### src/hw/rtl/sbds_pkg.sv
// ----------------------------------------------------------------------------
// sbds_pkg
// Types and constants shared by the serial clock divider search block.
// ----------------------------------------------------------------------------
`default_nettype none

package sbds_pkg;

	localparam int unsigned RATE_W    = 32;
	localparam int unsigned PRESC_W   = 3;
	localparam int unsigned DIV_W     = 8;
	localparam int unsigned DIVISOR_W = DIV_W + 1;

	localparam logic [PRESC_W-1:0]   PRESCALE_LAST     = 3'd7;
	localparam logic [DIV_W-1:0]     DIVIDER_LAST      = 8'd255;
	localparam logic [DIV_W-1:0]     DIVIDER_FIRST     = 8'd0;
	localparam logic [DIVISOR_W-1:0] DIVIDER_OFFSET    = 9'd2;
	localparam logic [PRESC_W-1:0]   NO_MATCH_PRESCALE = 3'd7;
	localparam logic [DIV_W-1:0]     NO_MATCH_DIVIDER  = 8'd255;
	localparam logic [RATE_W-1:0]    DIFF_START        = 32'hFFFF_FFFF;

	// Commands from the controller to the datapath.
	typedef struct packed {
		logic load;      // capture a new request and reset the best candidate
		logic div_start; // start the division for the current divider
		logic eval;      // evaluate one prescaler for the current quotient
		logic next_d;    // advance to the next divider
		logic out_load;  // copy the best candidate into the result register
	} sbds_cmd_t;

	// Status from the datapath to the controller.
	typedef struct packed {
		logic div_done;
		logic p_last;
		logic d_last;
		logic exact;
	} sbds_stat_t;

endpackage

`default_nettype wire

### src/hw/rtl/sbds_div.sv
// ----------------------------------------------------------------------------
// sbds_div
// Restoring radix-2 divider: 32-bit dividend by a 9-bit divisor, one
// quotient bit per cycle.
// ----------------------------------------------------------------------------
`default_nettype none

module sbds_div (
	input  wire logic                                  clk,
	input  wire logic                                  arst_n,
	input  wire logic                                  start,
	input  wire logic [sbds_pkg::RATE_W-1:0]           dividend,
	input  wire logic [sbds_pkg::DIVISOR_W-1:0]        divisor,
	output logic                                       done,
	output logic [sbds_pkg::RATE_W-1:0]                quotient
);

	localparam int unsigned CNT_W = $clog2(sbds_pkg::RATE_W);
	localparam logic [CNT_W-1:0] CNT_LAST = CNT_W'(sbds_pkg::RATE_W - 1);

	logic                              busy_q;
	logic                              done_q;
	logic [CNT_W-1:0]                  cnt_q;
	logic [sbds_pkg::RATE_W-1:0]       quot_q;
	logic [sbds_pkg::DIVISOR_W-1:0]    rem_q;
	logic [sbds_pkg::DIVISOR_W-1:0]    divisor_q;
	logic [sbds_pkg::DIVISOR_W:0]      trial;
	logic [sbds_pkg::DIVISOR_W:0]      trial_sub;
	logic                              trial_ge;

	always_comb begin
		trial     = {rem_q, quot_q[sbds_pkg::RATE_W-1]};
		trial_sub = trial - {1'b0, divisor_q};
		trial_ge  = trial >= {1'b0, divisor_q};
	end

	always_ff @(posedge clk or negedge arst_n) begin
		if (!arst_n) begin
			busy_q <= 1'b0;
			done_q <= 1'b0;
			cnt_q  <= '0;
		end else begin
			done_q <= 1'b0;
			if (start) begin
				busy_q <= 1'b1;
				cnt_q  <= '0;
			end else if (busy_q) begin
				cnt_q <= cnt_q + 1'b1;
				if (cnt_q == CNT_LAST) begin
					busy_q <= 1'b0;
					done_q <= 1'b1;
				end
			end
		end
	end

	always_ff @(posedge clk) begin
		if (start) begin
			quot_q    <= dividend;
			rem_q     <= '0;
			divisor_q <= divisor;
		end else if (busy_q) begin
			// The partial remainder always stays below the divisor, so it fits.
			rem_q  <= trial_ge ? trial_sub[sbds_pkg::DIVISOR_W-1:0]
			                   : trial[sbds_pkg::DIVISOR_W-1:0];
			quot_q <= {quot_q[sbds_pkg::RATE_W-2:0], trial_ge};
		end
	end

	assign done     = done_q;
	assign quotient = quot_q;

endmodule

`default_nettype wire

### src/hw/rtl/sbds_datapath.sv
// ----------------------------------------------------------------------------
// sbds_datapath
// Request registers, divider and prescaler counters, best-candidate
// tracking, configuration register and result register.
// ----------------------------------------------------------------------------
`default_nettype none

module sbds_datapath (
	input  wire logic                                clk,
	input  wire logic                                arst_n,
	input  wire logic                                cfg_we,
	input  wire logic [sbds_pkg::RATE_W-1:0]         cfg_data,
	input  wire logic [sbds_pkg::RATE_W-1:0]         target_rate_hz,
	input  wire logic                                keep_divider,
	input  wire logic [sbds_pkg::DIV_W-1:0]          current_divider,
	input  wire sbds_pkg::sbds_cmd_t                 cmd,
	output sbds_pkg::sbds_stat_t                     stat,
	output logic [sbds_pkg::PRESC_W-1:0]             prescale_index,
	output logic [sbds_pkg::DIV_W-1:0]               divider_value
);

	logic [sbds_pkg::RATE_W-1:0]    source_q;
	logic [sbds_pkg::RATE_W-1:0]    target_q;
	logic                           keep_q;
	logic [sbds_pkg::DIV_W-1:0]     d_q;
	logic [sbds_pkg::PRESC_W-1:0]   p_q;
	logic [sbds_pkg::RATE_W-1:0]    best_diff_q;
	logic [sbds_pkg::PRESC_W-1:0]   best_p_q;
	logic [sbds_pkg::DIV_W-1:0]     best_d_q;
	logic [sbds_pkg::PRESC_W-1:0]   out_p_q;
	logic [sbds_pkg::DIV_W-1:0]     out_d_q;

	logic [sbds_pkg::DIVISOR_W-1:0] divisor;
	logic [sbds_pkg::RATE_W-1:0]    quotient;
	logic                           div_done;
	logic [sbds_pkg::RATE_W-1:0]    rate;
	logic [sbds_pkg::RATE_W-1:0]    diff;
	logic                           better;

	assign divisor = {1'b0, d_q} + sbds_pkg::DIVIDER_OFFSET;

	sbds_div u_div (
		.clk      (clk),
		.arst_n   (arst_n),
		.start    (cmd.div_start),
		.dividend (source_q),
		.divisor  (divisor),
		.done     (div_done),
		.quotient (quotient)
	);

	// floor(floor(src / (d+2)) / 2^p) equals floor(src / (2^p * (d+2))).
	always_comb begin
		rate   = quotient >> p_q;
		diff   = target_q - rate;
		better = (target_q >= rate) && (diff < best_diff_q);
	end

	always_ff @(posedge clk or negedge arst_n) begin
		if (!arst_n) begin
			source_q <= '0;
		end else if (cfg_we) begin
			source_q <= cfg_data;
		end
	end

	always_ff @(posedge clk) begin
		if (cmd.load) begin
			target_q    <= target_rate_hz;
			keep_q      <= keep_divider;
			d_q         <= keep_divider ? current_divider : sbds_pkg::DIVIDER_FIRST;
			best_d_q    <= keep_divider ? current_divider : sbds_pkg::NO_MATCH_DIVIDER;
			best_p_q    <= sbds_pkg::NO_MATCH_PRESCALE;
			best_diff_q <= sbds_pkg::DIFF_START;
		end
		if (cmd.div_start) begin
			p_q <= '0;
		end
		if (cmd.eval) begin
			p_q <= p_q + 1'b1;
			if (better) begin
				best_diff_q <= diff;
				best_p_q    <= p_q;
				best_d_q    <= d_q;
			end
		end
		if (cmd.next_d) begin
			d_q <= d_q + 1'b1;
		end
		if (cmd.out_load) begin
			out_p_q <= best_p_q;
			out_d_q <= best_d_q;
		end
	end

	always_comb begin
		stat.div_done = div_done;
		stat.p_last   = p_q == sbds_pkg::PRESCALE_LAST;
		stat.d_last   = keep_q || (d_q == sbds_pkg::DIVIDER_LAST);
		stat.exact    = best_diff_q == '0;
	end

	assign prescale_index = out_p_q;
	assign divider_value  = out_d_q;

endmodule

`default_nettype wire

### src/hw/rtl/sbds_ctrl.sv
// ----------------------------------------------------------------------------
// sbds_ctrl
// Search sequencer: walks the divider and prescaler loops and runs the
// input and output handshakes.
// ----------------------------------------------------------------------------
`default_nettype none

module sbds_ctrl (
	input  wire logic                 clk,
	input  wire logic                 arst_n,
	input  wire logic                 in_valid,
	output logic                      in_ready,
	output logic                      out_valid,
	input  wire logic                 out_ready,
	input  wire sbds_pkg::sbds_stat_t stat,
	output sbds_pkg::sbds_cmd_t       cmd
);

	typedef enum logic [2:0] {
		ST_IDLE,
		ST_START,
		ST_WAIT,
		ST_SCAN,
		ST_DONE
	} state_t;

	state_t state_q;
	logic   in_ready_q;
	logic   out_valid_q;
	logic   in_fire;
	logic   out_free;

	assign in_fire  = in_valid && in_ready_q;
	assign out_free = !out_valid_q || out_ready;

	always_comb begin
		cmd = '0;
		case (state_q)
			ST_IDLE:  cmd.load = in_fire;
			ST_START: cmd.div_start = 1'b1;
			ST_WAIT:  cmd = '0;
			ST_SCAN: begin
				cmd.eval   = !stat.exact;
				cmd.next_d = !stat.exact && stat.p_last && !stat.d_last;
			end
			ST_DONE:  cmd.out_load = out_free;
			default:  cmd = '0;
		endcase
	end

	always_ff @(posedge clk or negedge arst_n) begin
		if (!arst_n) begin
			state_q     <= ST_IDLE;
			in_ready_q  <= 1'b1;
			out_valid_q <= 1'b0;
		end else begin
			// A new result beat may replace the one leaving in the same cycle.
			if (state_q == ST_DONE && out_free) begin
				out_valid_q <= 1'b1;
			end else if (out_valid_q && out_ready) begin
				out_valid_q <= 1'b0;
			end
			case (state_q)
				ST_IDLE: begin
					if (in_fire) begin
						in_ready_q <= 1'b0;
						state_q    <= ST_START;
					end
				end
				ST_START: state_q <= ST_WAIT;
				ST_WAIT: begin
					if (stat.div_done) begin
						state_q <= ST_SCAN;
					end
				end
				ST_SCAN: begin
					// An exact match ends the search before the next candidate.
					if (stat.exact) begin
						state_q <= ST_DONE;
					end else if (stat.p_last) begin
						state_q <= stat.d_last ? ST_DONE : ST_START;
					end
				end
				ST_DONE: begin
					if (out_free) begin
						in_ready_q  <= 1'b1;
						state_q     <= ST_IDLE;
					end
				end
				default: state_q <= ST_IDLE;
			endcase
		end
	end

	assign in_ready  = in_ready_q;
	assign out_valid = out_valid_q;

endmodule

`default_nettype wire

### src/hw/rtl/spi_baud_divider_search_core.sv
// ----------------------------------------------------------------------------
// spi_baud_divider_search_core
// Picks a prescaler exponent and divider for a requested serial clock rate.
// ----------------------------------------------------------------------------
// Each request beat on s_* yields one result beat on m_*. The search tries
// dividers 0..255 in order, each with prescalers 0..7, and keeps the highest
// achieved rate source_clock_hz / (2^p * (d+2)) that does not exceed the
// request; an exact match ends the search. One bit-serial division per
// divider value sets the pace. A keep-divider search tries only
// current_divider, and an exact match returns earlier. One request is
// processed at a time; a finished result waits in the output register
// while the next request is taken. Write source_clock_hz on cfg_* only
// while no request is in progress; cfg_ready is always high.
`default_nettype none

module spi_baud_divider_search_core (
	input  wire logic        clk,
	input  wire logic        arst_n,
	input  wire logic        cfg_valid,
	output logic             cfg_ready,
	input  wire logic [31:0] cfg_data,  // source_clock_hz
	input  wire logic        s_tvalid,
	output logic             s_tready,
	input  wire logic [39:0] s_tdata,   // [31:0] target_rate_hz, [39:32] current_divider
	input  wire logic        s_tuser,   // [0] keep_divider
	output logic             m_tvalid,
	input  wire logic        m_tready,
	output logic [15:0]      m_tdata    // [2:0] prescale_index, [10:3] divider_value, zero
);

	sbds_pkg::sbds_cmd_t  cmd;
	sbds_pkg::sbds_stat_t stat;
	logic [sbds_pkg::PRESC_W-1:0] prescale_index;
	logic [sbds_pkg::DIV_W-1:0]   divider_value;

	assign cfg_ready = 1'b1;

	sbds_ctrl u_ctrl (
		.clk       (clk),
		.arst_n    (arst_n),
		.in_valid  (s_tvalid),
		.in_ready  (s_tready),
		.out_valid (m_tvalid),
		.out_ready (m_tready),
		.stat      (stat),
		.cmd       (cmd)
	);

	sbds_datapath u_dp (
		.clk             (clk),
		.arst_n          (arst_n),
		.cfg_we          (cfg_valid),
		.cfg_data        (cfg_data),
		.target_rate_hz  (s_tdata[31:0]),
		.keep_divider    (s_tuser),
		.current_divider (s_tdata[39:32]),
		.cmd             (cmd),
		.stat            (stat),
		.prescale_index  (prescale_index),
		.divider_value   (divider_value)
	);

	assign m_tdata = {5'b0, divider_value, prescale_index};

endmodule

`default_nettype wire

### config.mk
export PLATFORM = sky130hd
export DESIGN_NAME = spi_baud_divider_search_core
export DESIGN_NICKNAME = d
export VERILOG_FILES = /design/src/hw/rtl/sbds_pkg.sv /design/src/hw/rtl/sbds_div.sv /design/src/hw/rtl/sbds_datapath.sv /design/src/hw/rtl/sbds_ctrl.sv /design/src/hw/rtl/spi_baud_divider_search_core.sv
export SDC_FILE = /design/constraint.sdc
export NUM_CORES = 1
export LEC_CHECK = 0
export BUFFER_PORTS_ARGS = -buffer_cell sky130_fd_sc_hd__buf_2
export CAP_MARGIN = 20
export CORE_MARGIN = 2
export CORE_UTILIZATION = 66
export DETAILED_ROUTE_END_ITERATION = 7
export GPL_TIMING_DRIVEN = 0
export PLACE_DENSITY = 0.91
export SLEW_MARGIN = 10
export SYNTH_ARGS = -nofsm -noshare
export SYNTH_HDL_FRONTEND = slang
export SYNTH_SLANG_ARGS = --single-unit
### constraint.sdc
create_clock -name clk -period 14.2 [get_ports clk]
set_clock_uncertainty 0.05 [all_clocks]
set_input_delay 2.84 -clock clk [delete_from_list [all_inputs] [get_ports clk]]
set_output_delay 2.84 -clock clk [all_outputs]
set_load 0.01 [all_outputs]
==> flow_summary.toml, run 1 <==
[clock_network]
postCtsResizedCells = 0
cts_hold_buf = 0
tritoncts = "done"
cts_root_buf = "clkbuf_16"
post_cts_buffers = 0
cts_buffers = 17
cts.sinks = 192
clockBufferDepth = 2
insertion_delay_ns = 0.45
path_clk_slew_ns = 0.07
cts-htree-levels = 4

[cells_and_area]
final_cells = 1490
final_cell_mix = "153 x nand2_1, 96 x edfxtp_1, 94 x buf_2"
fill_cells = 1080
drive_gt1_share_pct = 16.2
seqCellArea_sq_um = 5030
fin_area_sq_um = 12900
diodes = 0
final_common_cell = "nand2_1"
syn2layout_area_growth_pct = 11.6
multi_input_area_sq_um = 6050
fin_nets = 1410

[worst_setup_path]
slowest_delay_ns = 0.66
crit_fanout = 10
cp_cell_sequence = "clkbuf_1, clkbuf_1, mux2i_1, mux2i_1, mux2i_1, ha_1, nor2b_1, o21ai_1, a21oi_1, or4_4, a211oi_2, nor2_1, a211oi_1, ha_1, nand4_1, nor4_1, a221oi_1, nand4b_1, a221o_1, nor3_1, clkbuf_1, o31a_1"
worst_setup_path_end_kind = "flip-flop"
cp.required_ns = 14.53
cp_slowest_cell = "clkbuf_1"
r2r-start = "u_dp.p_q[1]$_SDFFCE_PN0P_"
startpoint_type = "flip-flop"
worstSetupStartpoint = "u_dp.p_q[1]$_SDFFCE_PN0P_"
worstPathArrival_ns = 7.48
path_delay_family = "compound AO/OA/AOI/OAI gates"
path_buf_inv = 3
critPathKind = "reg -> reg"

[floorplanning]
die_w_um = 136
start_util_pct = 67.1
ios = 97
die_area_sq_um = 18600
die_h_um = 136
rows = 48
core-area_sq_um = 17200

[sta]
rsz0062_at_grt = "no"
worst_slew_margin_rel_pct = 34.6
worstMarginPinSlew_ns = 0.981
max_freq_ghz = 0.140
setup_violations = 0
finalHoldViolations = 0
fin_crit_sh_pct = 50.3
setup-tns-final_ns = 0
min_period_ns = 7.15
finalMaxSlewViolations = 0
fin_hold_ws_ns = 0.382

[synthesis]
synth_top_family_by_area = "simple AND/OR/NAND/NOR gates"
synth_xor_area_share_pct = 3.41
synthCells = 1138
yosysUniqueCellTypes = 71
synth_compound_area_share_pct = 12.6
synthMuxAreaShare_pct = 13.4
synthArstFlopShare_pct = 22.9
synthesis.area_sq_um = 11600
synth_simple_gate_area_share_pct = 13.8
synth_edf_count = 96
synth_warnings = 0
synth_top_cell_by_area = "edfxtp_1"
synth-main-ff-cell = "edfxtp_1"
synth.top_cell.area_share_pct = 24.9
synthAdderAreaFrac_pct = 8.78
ys_seq_area_share_pct = 43.4
ys_ff_latch = 192
syn_area_per_cell_sq_um = 10.2
synth_area_leaders = "edfxtp_1 25%, dfrtp_1 9.3%, dfxtp_1 9.0%, ha_1 8.4%, mux2i_1 6.2%"

[route]
drcViolationCount = 0
vias_per_cell = 6.30
wl_um = 28300
avgRoutedWirePerCell_um = 19.0
vias = 9388
drtPass1Iterations = 5
drt_iter0_drc = 778
detail-route-antenna-nets = 0

[outcome]
status = "finished, final reports clean"

[min_path]
hold_path.class = "reg -> reg"
min-delay-start = "u_dp.best_p_q[2]$_DFF_P_"

[placement]
dpl.cell_count = 1458
finalWeightedCongestion = 0.933
io_buffer_count = 89
postPlaceCellArea_sq_um = 12400
hpwl_um = 20900

[grt]
grt_pass1_vias = 9144
antenna_found_initial = 0
grt_use_total_pct = 31.6
overflow = 0
grt_max_degree = 45
grt_first_pass_wirelength_um = 45600

[run]
max-cap-violations = 0

[power_and_ir_drop]
leakage_nw = 5.73
finalPower_w = 0.00109
max-vdd-ir-drop_mv = 0.0853
power_density_nw_per_um2 = 84.2
cells by family after synthesis:
logic type | count (synthesis)
AO/OA/AOI/OAI | 215
XOR/XNOR | 45
adder cells (fa/ha/maj) | 80
buffers and inverters | 128
flip-flops | 192
multiplexers | 136
other | 2
AND/OR/NAND/NOR | 340
cell type report:
type | count | share of cell area, %
plain buffers | 60 | 1.98
clock buffers | 18 | 3.32
clock inverters | 14 | 0.998
inverters | 68 | 1.98
multi-input cells | 822 | 46.8
flip-flops and latches | 192 | 38.9
well taps | 225 | 2.18
repair buffers | 91 | 3.78
Yosys cell counts (9+ instances only):
library cell and n:
nand2_1 153, edfxtp_1 96, ha_1 78, mux2i_1 72, inv_1 65, a21oi_1 58
nor2_1 58, dfxtp_1 52, mux2_2 47, dfrtp_1 43, clkbuf_1 42, o21ai_0 33
a21o_1 28, xnor2_1 23, xor2_1 22, nand3_1 20, nand4_1 17, nor4_1 16
or4_1 16, a211oi_1 13, a31oi_1 13, o31a_1 13, nor2b_1 12, mux4_2 10
nor3_1 10, o21a_1 9
registers in the layout, summed over array words and instances (netlist names), 9 cells and up:
register	flops
u_dp.target_q	32
u_dp.u_div.divisor_q	9
u_dp.best_diff_q	32
u_dp.u_div.quotient	32
u_dp.u_div.rem_q	9
u_dp.source_q	32
report_power, final:
part	switching [W]	internal [W]
sequential	0.00000562	0.000589
clock	0.000231	0.000231
combinational	0.0000138	0.0000176
total	0.000251	0.000837
through the flow:
step | worst slack [ns] | utilization, %
after detailed placement | 7.20 | 71.7
after global routing | 6.67 | 74.9
after floorplan | 8.35 | -
after CTS | 7.11 | 74.9
after global placement | 7.33 | 71.4
final | 7.05 | 74.9
path summary, 6_finish.rpt:
check	to	slack (ns)	cells after the start
min reg2reg	u_dp.prescale_index[2]$_DFFE_PP_	0.38	0
min	u_dp.prescale_index[2]$_DFFE_PP_	0.38	0
max	u_dp.best_diff_q[10]$_DFF_P_	7.05	22
min in group asynchronous	u_dp.source_q[11]$_DFFE_PN0P_	2.50	1
max in group asynchronous	u_ctrl.out_valid$_DFFE_PN0P_	10.97	1
max reg2reg	u_dp.best_diff_q[10]$_DFF_P_	7.05	22
metal layers:
metal,track usage (%),up-vias,share of wire [%]
li1,-,4358,-
met1,40.9,4519,41
met2,53.2,436,49
met3,4.81,75,6.5
met4,12.6,0,3.0
met5,0,-,0
worst register-to-register path: stages (launching register included):
cell      delay, ns
edfxtp_1       0.41
clkbuf_1       0.53
clkbuf_1       0.66
mux2i_1        0.33
mux2i_1        0.14
mux2i_1        0.22
ha_1           0.34
nor2b_1        0.17
o21ai_1        0.18
a21oi_1        0.13
or4_4          0.56
a211oi_2       0.36
nor2_1         0.11
a211oi_1       0.45
ha_1           0.34
nand4_1        0.14
nor4_1         0.10
a221oi_1       0.33
nand4b_1       0.13
a221o_1        0.36
nor3_1         0.41
clkbuf_1       0.44
o31a_1         0.18
Power figures use the tool's default switching activity.
==> run 2, diff against run 1 <==
--- a/config.mk
+++ b/config.mk
@@ -8,10 +8,10 @@
 export BUFFER_PORTS_ARGS = -buffer_cell sky130_fd_sc_hd__buf_2
 export CAP_MARGIN = 20
 export CORE_MARGIN = 2
-export CORE_UTILIZATION = 66
+export CORE_UTILIZATION = 55
 export DETAILED_ROUTE_END_ITERATION = 7
 export GPL_TIMING_DRIVEN = 0
-export PLACE_DENSITY = 0.91
+export PLACE_DENSITY = 0.81
 export SLEW_MARGIN = 10
 export SYNTH_ARGS = -nofsm -noshare
 export SYNTH_HDL_FRONTEND = slang
==> constraint.sdc (replaced) <==
create_clock -name clk -period 6.3 [get_ports clk]
set_clock_uncertainty 0.05 [all_clocks]
set_input_delay 1.26 -clock clk [delete_from_list [all_inputs] [get_ports clk]]
set_output_delay 1.26 -clock clk [all_outputs]
set_load 0.01 [all_outputs]
==> flow_summary.toml, run 2 (synthesis gave the netlist of run 1 again) <==
[sta]
finalHoldViolations = 0
worstMarginPinSlew_ns = 0.891
rsz0062_at_grt = "yes"
worst_slack_ns = 0.173
min_period_ns = 6.13
max_freq_ghz = 0.163
fin_crit_sh_pct = 97.3
finalMaxSlewViolations = 0
worst_slew_margin_rel_pct = 40.6
setup_violations = 0

[floorplanning]
die_h_um = 149
core-area_sq_um = 20800
die_w_um = 149
die_area_sq_um = 22200
start_util_pct = 55.6
ios = 97
rows = 53

[power_and_ir_drop]
power_density_nw_per_um2 = 190
max-vdd-ir-drop_mv = 0.208
leakage_nw = 5.83

[placement]
finalWeightedCongestion = 0.919
hpwl_um = 20300
dpl_worst_slack_ns = -0.815
io_buffer_count = 89

[clock_network]
path_clk_slew_ns = 0.08
tritoncts = "done"
cts.sinks = 192
cts_root_buf = "clkbuf_16"
clockBufferDepth = 2
insertion_delay_ns = 0.44
cts_buffers = 17
cts-htree-levels = 4

[route]
drt_iter0_drc = 626
vias_per_cell = 5.82
drtPass1Iterations = 5
avgRoutedWirePerCell_um = 17.2
drcViolationCount = 0
detail-route-antenna-nets = 0
vias = 8980
wl_um = 26600

[cells_and_area]
final_core_util_pct = 63.2
final_common_cell = "nand2_1"
drive_gt1_share_pct = 18.4
multi_input_area_sq_um = 6100
fill_cells = 1636
syn2layout_area_growth_pct = 13.8
fin_nets = 1414
final_cell_mix = "153 x nand2_1, 96 x edfxtp_1, 92 x buf_2"
diodes = 0
seqCellArea_sq_um = 5030

[worst_setup_path]
worstPathArrival_ns = 6.41
critPathKind = "reg -> reg"
path_buf_inv = 4
cp_cell_sequence = "buf_8, clkbuf_8, mux2i_2, mux2i_1, mux2i_1, ha_1, o211ai_2, a21oi_2, o311a_4, a311o_4, a211oi_4, o21ai_1, xor2_1, buf_4, ha_1, a21o_1, a21o_1, a21oi_1, nor2_1, nand4b_1, a221o_1, or3_1, buf_4, mux2_1"
cp.required_ns = 6.58
cp_slowest_cell = "edfxtp_1"
path_delay_family = "compound AO/OA/AOI/OAI gates"
startpoint_type = "flip-flop"
crit_fanout = 10
worst_setup_path_end_kind = "flip-flop"
slowest_delay_ns = 0.49

[grt]
grt_pass1_vias = 8683
grt_max_degree = 45
grt_use_total_pct = 24.6
antenna_found_initial = 0
grt_first_pass_wirelength_um = 43200
overflow = 0

[run]
max-cap-violations = 0

[outcome]
status = "finished, final reports clean"

[min_path]
hold_path.class = "reg -> reg"
-- run 2: cell types whose count changed in the layout (fill, tap and decap cells not counted), sizes merged --
cell / delta
clkinvlp: -2
clkinv: -1
buf: +6
inv: +2
clkbuf: -1
-- run 2: power breakdown --
part | leakage [nW] | internal [W] | switching [W] | total (W)
clock | 0.294 | 0.000554 | 0.000534 | 0.00109
sequential | 1.72 | 0.00133 | 0.0000112 | 0.00134
combinational | 3.81 | 0.0000409 | 0.0000295 | 0.0000704
-- run 2: final timing paths --
path | cells after the start | start | endpoint | slack, ns
max | 24 | u_dp.p_q[1]$_SDFFCE_PN0P_ | u_dp.best_diff_q[13]$_DFF_P_ | 0.17
min | 0 | u_dp.best_d_q[0]$_DFF_P_ | u_dp.divider_value[0]$_DFFE_PP_ | 0.39
max reg2reg | 24 | u_dp.p_q[1]$_SDFFCE_PN0P_ | u_dp.best_diff_q[13]$_DFF_P_ | 0.17
min reg2reg | 0 | u_dp.best_d_q[0]$_DFF_P_ | u_dp.divider_value[0]$_DFFE_PP_ | 0.39
max in group asynchronous | 2 | arst_n | u_ctrl.in_ready$_DFFE_PN1P_ | 5.07
min in group asynchronous | 1 | arst_n | u_dp.source_q[10]$_DFFE_PN0P_ | 0.60
-- run 2: worst register-to-register path, cell delays in order (launching register included) --
cell and delay [ns]:
edfxtp_1 0.49, buf_8 0.18, clkbuf_8 0.21, mux2i_2 0.25, mux2i_1 0.12, mux2i_1 0.27, ha_1 0.34, o211ai_2 0.19
a21oi_2 0.06, o311a_4 0.39, a311o_4 0.47, a211oi_4 0.25, o21ai_1 0.12, xor2_1 0.17, buf_4 0.15, ha_1 0.30
a21o_1 0.20, a21o_1 0.17, a21oi_1 0.13, nor2_1 0.05, nand4b_1 0.18, a221o_1 0.37, or3_1 0.37, buf_4 0.21
mux2_1 0.32
-- run 2: routing by layer --
metal | vias to the layer above | global-route usage [%] | share of wire, %
met5 | - | 0 | 0
met4 | 0 | 9.67 | 3.2
met3 | 61 | 3.88 | 4.5
met2 | 261 | 41.3 | 48
met1 | 4292 | 32.2 | 44
li1 | 4366 | - | -
-- run 2: layout make-up --
type / count / share of cell area (%)
flip-flops and latches: 192 / 38.2
multi-input cells: 822 / 46.3
plain buffers: 58 / 2.31
clock buffers: 19 / 3.45
clock inverters: 13 / 1.08
inverters: 68 / 1.94
well taps: 275 / 2.61
repair buffers: 97 / 4.09
-- run 2: through the flow --
stage	cell area, sq um	total power, W	setup TNS (ns)	hold WS [ns]	cells
CTS	13100	0.00251	0	0.387	1542
global route	13200	0.00257	-0.185	0.393	1544
detailed placement	12400	0.00144	-32.60	0.368	1508
global placement	12400	0.00143	-26.63	0.366	1506
floorplan	11600	0.00140	0	0.353	1142
finish	13200	0.00250	0	0.386	1544
-- run 2: repair_timing --
action | 4_1_cts | 5_1_grt
resized for setup | 19 | 29
hold buffers | 0 | 0
pin swaps | 1 | 4
setup buffers | 2 | 3
endpoints found under the setup margin | 43 | 42
==> run 3, diff against run 2 <==
--- a/config.mk
+++ b/config.mk
@@ -11,7 +11,7 @@
 export CORE_UTILIZATION = 55
 export DETAILED_ROUTE_END_ITERATION = 7
 export GPL_TIMING_DRIVEN = 0
-export PLACE_DENSITY = 0.81
+export PLACE_DENSITY = 0.82
 export SLEW_MARGIN = 10
 export SYNTH_ARGS = -nofsm -noshare
 export SYNTH_HDL_FRONTEND = slang
==> flow_summary.toml, run 3 (synthesis gave the netlist of run 1 again) <==
[outcome]
status = "finished, final reports clean"

[power_and_ir_drop]
power_density_nw_per_um2 = 189
leakage_nw = 5.86
finalPower_w = 0.00249
max-vdd-ir-drop_mv = 0.182

[cells_and_area]
final_common_cell = "nand2_1"
diodes = 0
syn2layout_area_growth_pct = 14.1
final_cell_mix = "153 x nand2_1, 96 x edfxtp_1, 95 x buf_2"
multi_input_area_sq_um = 6120
fill_cells = 1638
final_core_util_pct = 63.4
fin_nets = 1420
drive_gt1_share_pct = 18.8
seqCellArea_sq_um = 5030

[grt]
grt_use_total_pct = 24.8
grt_first_pass_wirelength_um = 43600
grt_pass1_vias = 8710
grt_max_degree = 45
antenna_found_initial = 0
overflow = 0

[route]
avgRoutedWirePerCell_um = 17.7
detail-route-antenna-nets = 0
vias_per_cell = 5.90
drt_iter0_drc = 721
drcViolationCount = 0
wl_um = 27400
drtPass1Iterations = 5
vias = 9146

[sta]
finalHoldViolations = 0
fin_crit_sh_pct = 97.1
finalMaxSlewViolations = 0
fin_hold_ws_ns = 0.383
setup_violations = 0
worstMarginPinSlew_ns = 0.884
max_freq_ghz = 0.163
worst_slew_margin_rel_pct = 41.1
min_period_ns = 6.12

[clock_network]
clockBufferDepth = 2
insertion_delay_ns = 0.45
cts_hold_buf = 0
cts_buffers = 17
path_clk_slew_ns = 0.07
cts.sinks = 192
cts-htree-levels = 4
cts_root_buf = "clkbuf_16"
tritoncts = "done"

[floorplanning]
core-area_sq_um = 20800
die_h_um = 149
die_w_um = 149
ios = 97
start_util_pct = 55.6
rows = 53
die_area_sq_um = 22200

[worst_setup_path]
slowest_delay_ns = 0.49
path_common_cell = "mux2i_1"
cp_slowest_cell = "edfxtp_1"
r2r_cells = 23
crit_fanout = 10
cp.required_ns = 6.58
worstPathArrival_ns = 6.40
critPathKind = "reg -> reg"
startpoint_type = "flip-flop"
cp_cell_sequence = "buf_6, buf_4, mux2i_1, mux2i_1, mux2i_1, ha_1, o211ai_2, a21oi_2, o311a_4, a311o_4, a211oi_4, o21ai_1, xor2_1, ha_1, a21o_1, a21o_1, a21oi_1, nor2_1, nand4b_1, a221o_1, or3_1, buf_2, mux2_2"
worst_setup_path_end_kind = "flip-flop"

[min_path]
hold_path.class = "reg -> reg"
holdPathStages = 0

[placement]
hpwl_um = 20200
io_buffer_count = 89
finalWeightedCongestion = 0.910

[run]
max-cap-violations = 0
run 3: layout make-up:
type | instances | area share, %
Clock buffer | 19 | 3.43
Multi-Input combinational cell | 822 | 46.3
Clock inverter | 13 | 1.08
Buffer | 60 | 2.30
Sequential cell | 192 | 38.1
Tap cell | 275 | 2.61
Inverter | 68 | 1.93
Timing Repair Buffer | 101 | 4.28
run 3: final timing paths:
path | end | slack, ns | start
worst max-delay path | u_dp.best_d_q[0]$_DFF_P_ | 0.18 | u_dp.p_q[1]$_SDFFCE_PN0P_
worst min-delay path | u_dp.prescale_index[2]$_DFFE_PP_ | 0.38 | u_dp.best_p_q[2]$_DFF_P_
worst max register to register | u_dp.best_d_q[0]$_DFF_P_ | 0.18 | u_dp.p_q[1]$_SDFFCE_PN0P_
worst min register to register | u_dp.prescale_index[2]$_DFFE_PP_ | 0.38 | u_dp.best_p_q[2]$_DFF_P_
max in group asynchronous | u_ctrl.in_ready$_DFFE_PN1P_ | 5.08 | arst_n
min in group asynchronous | u_dp.source_q[13]$_DFFE_PN0P_ | 0.59 | arst_n
run 3: what timing repair did:
action                                 in CTS  in global routing
gates cloned                                0                  1
buffers inserted                            0                  8
pin swaps                                   0                  6
gates resized for setup                    19                 30
setup endpoints to repair                  43                 43
endpoints found under the hold margin       0                  0
run 3: critical path: cells and delay by family, from the launching register on:
kind	cells	cell delay, ns
flops	1	0.49
xor+xnor	1	0.29
buf+inv	3	0.61
simple gates	3	0.60
compound gates	10	2.34
fa+ha+maj	2	0.64
mux	4	0.97
run 3: routing by layer:
| metal | wire length (um) | global-route usage (%) | up-vias |
|---|---|---|---|
| met3 | 1240 | 3.36 | 69 |
| li1 | - | - | 4384 |
| met5 | 0 | 0 | - |
| met1 | 12000 | 33.5 | 4377 |
| met2 | 13200 | 40.7 | 316 |
| met4 | 898 | 9.52 | 0 |
run 3: power breakdown:
| part | leakage [nW] | switching [W] | internal [W] |
|---|---|---|---|
| logic | 3.84 | 0.0000298 | 0.0000410 |
| registers | 1.72 | 0.0000121 | 0.00133 |
| clock network | 0.296 | 0.000532 | 0.000552 |
| total | 5.86 | 0.000574 | 0.00192 |
run 3: stage by stage:
stage          std cells  setup TNS (ns)  setup WS, ns  instance area (sq um)
6_report            1550               0         0.183                  13200
5_1_grt             1550          -0.392       -0.0426                  13200
4_1_cts             1540               0        0.0138                  13100
3_5_place_dp        1508          -32.07        -0.799                  12400
3_3_place_gp        1506          -26.48        -0.660                  12400
2_1_floorplan       1142               0         0.445                  11600
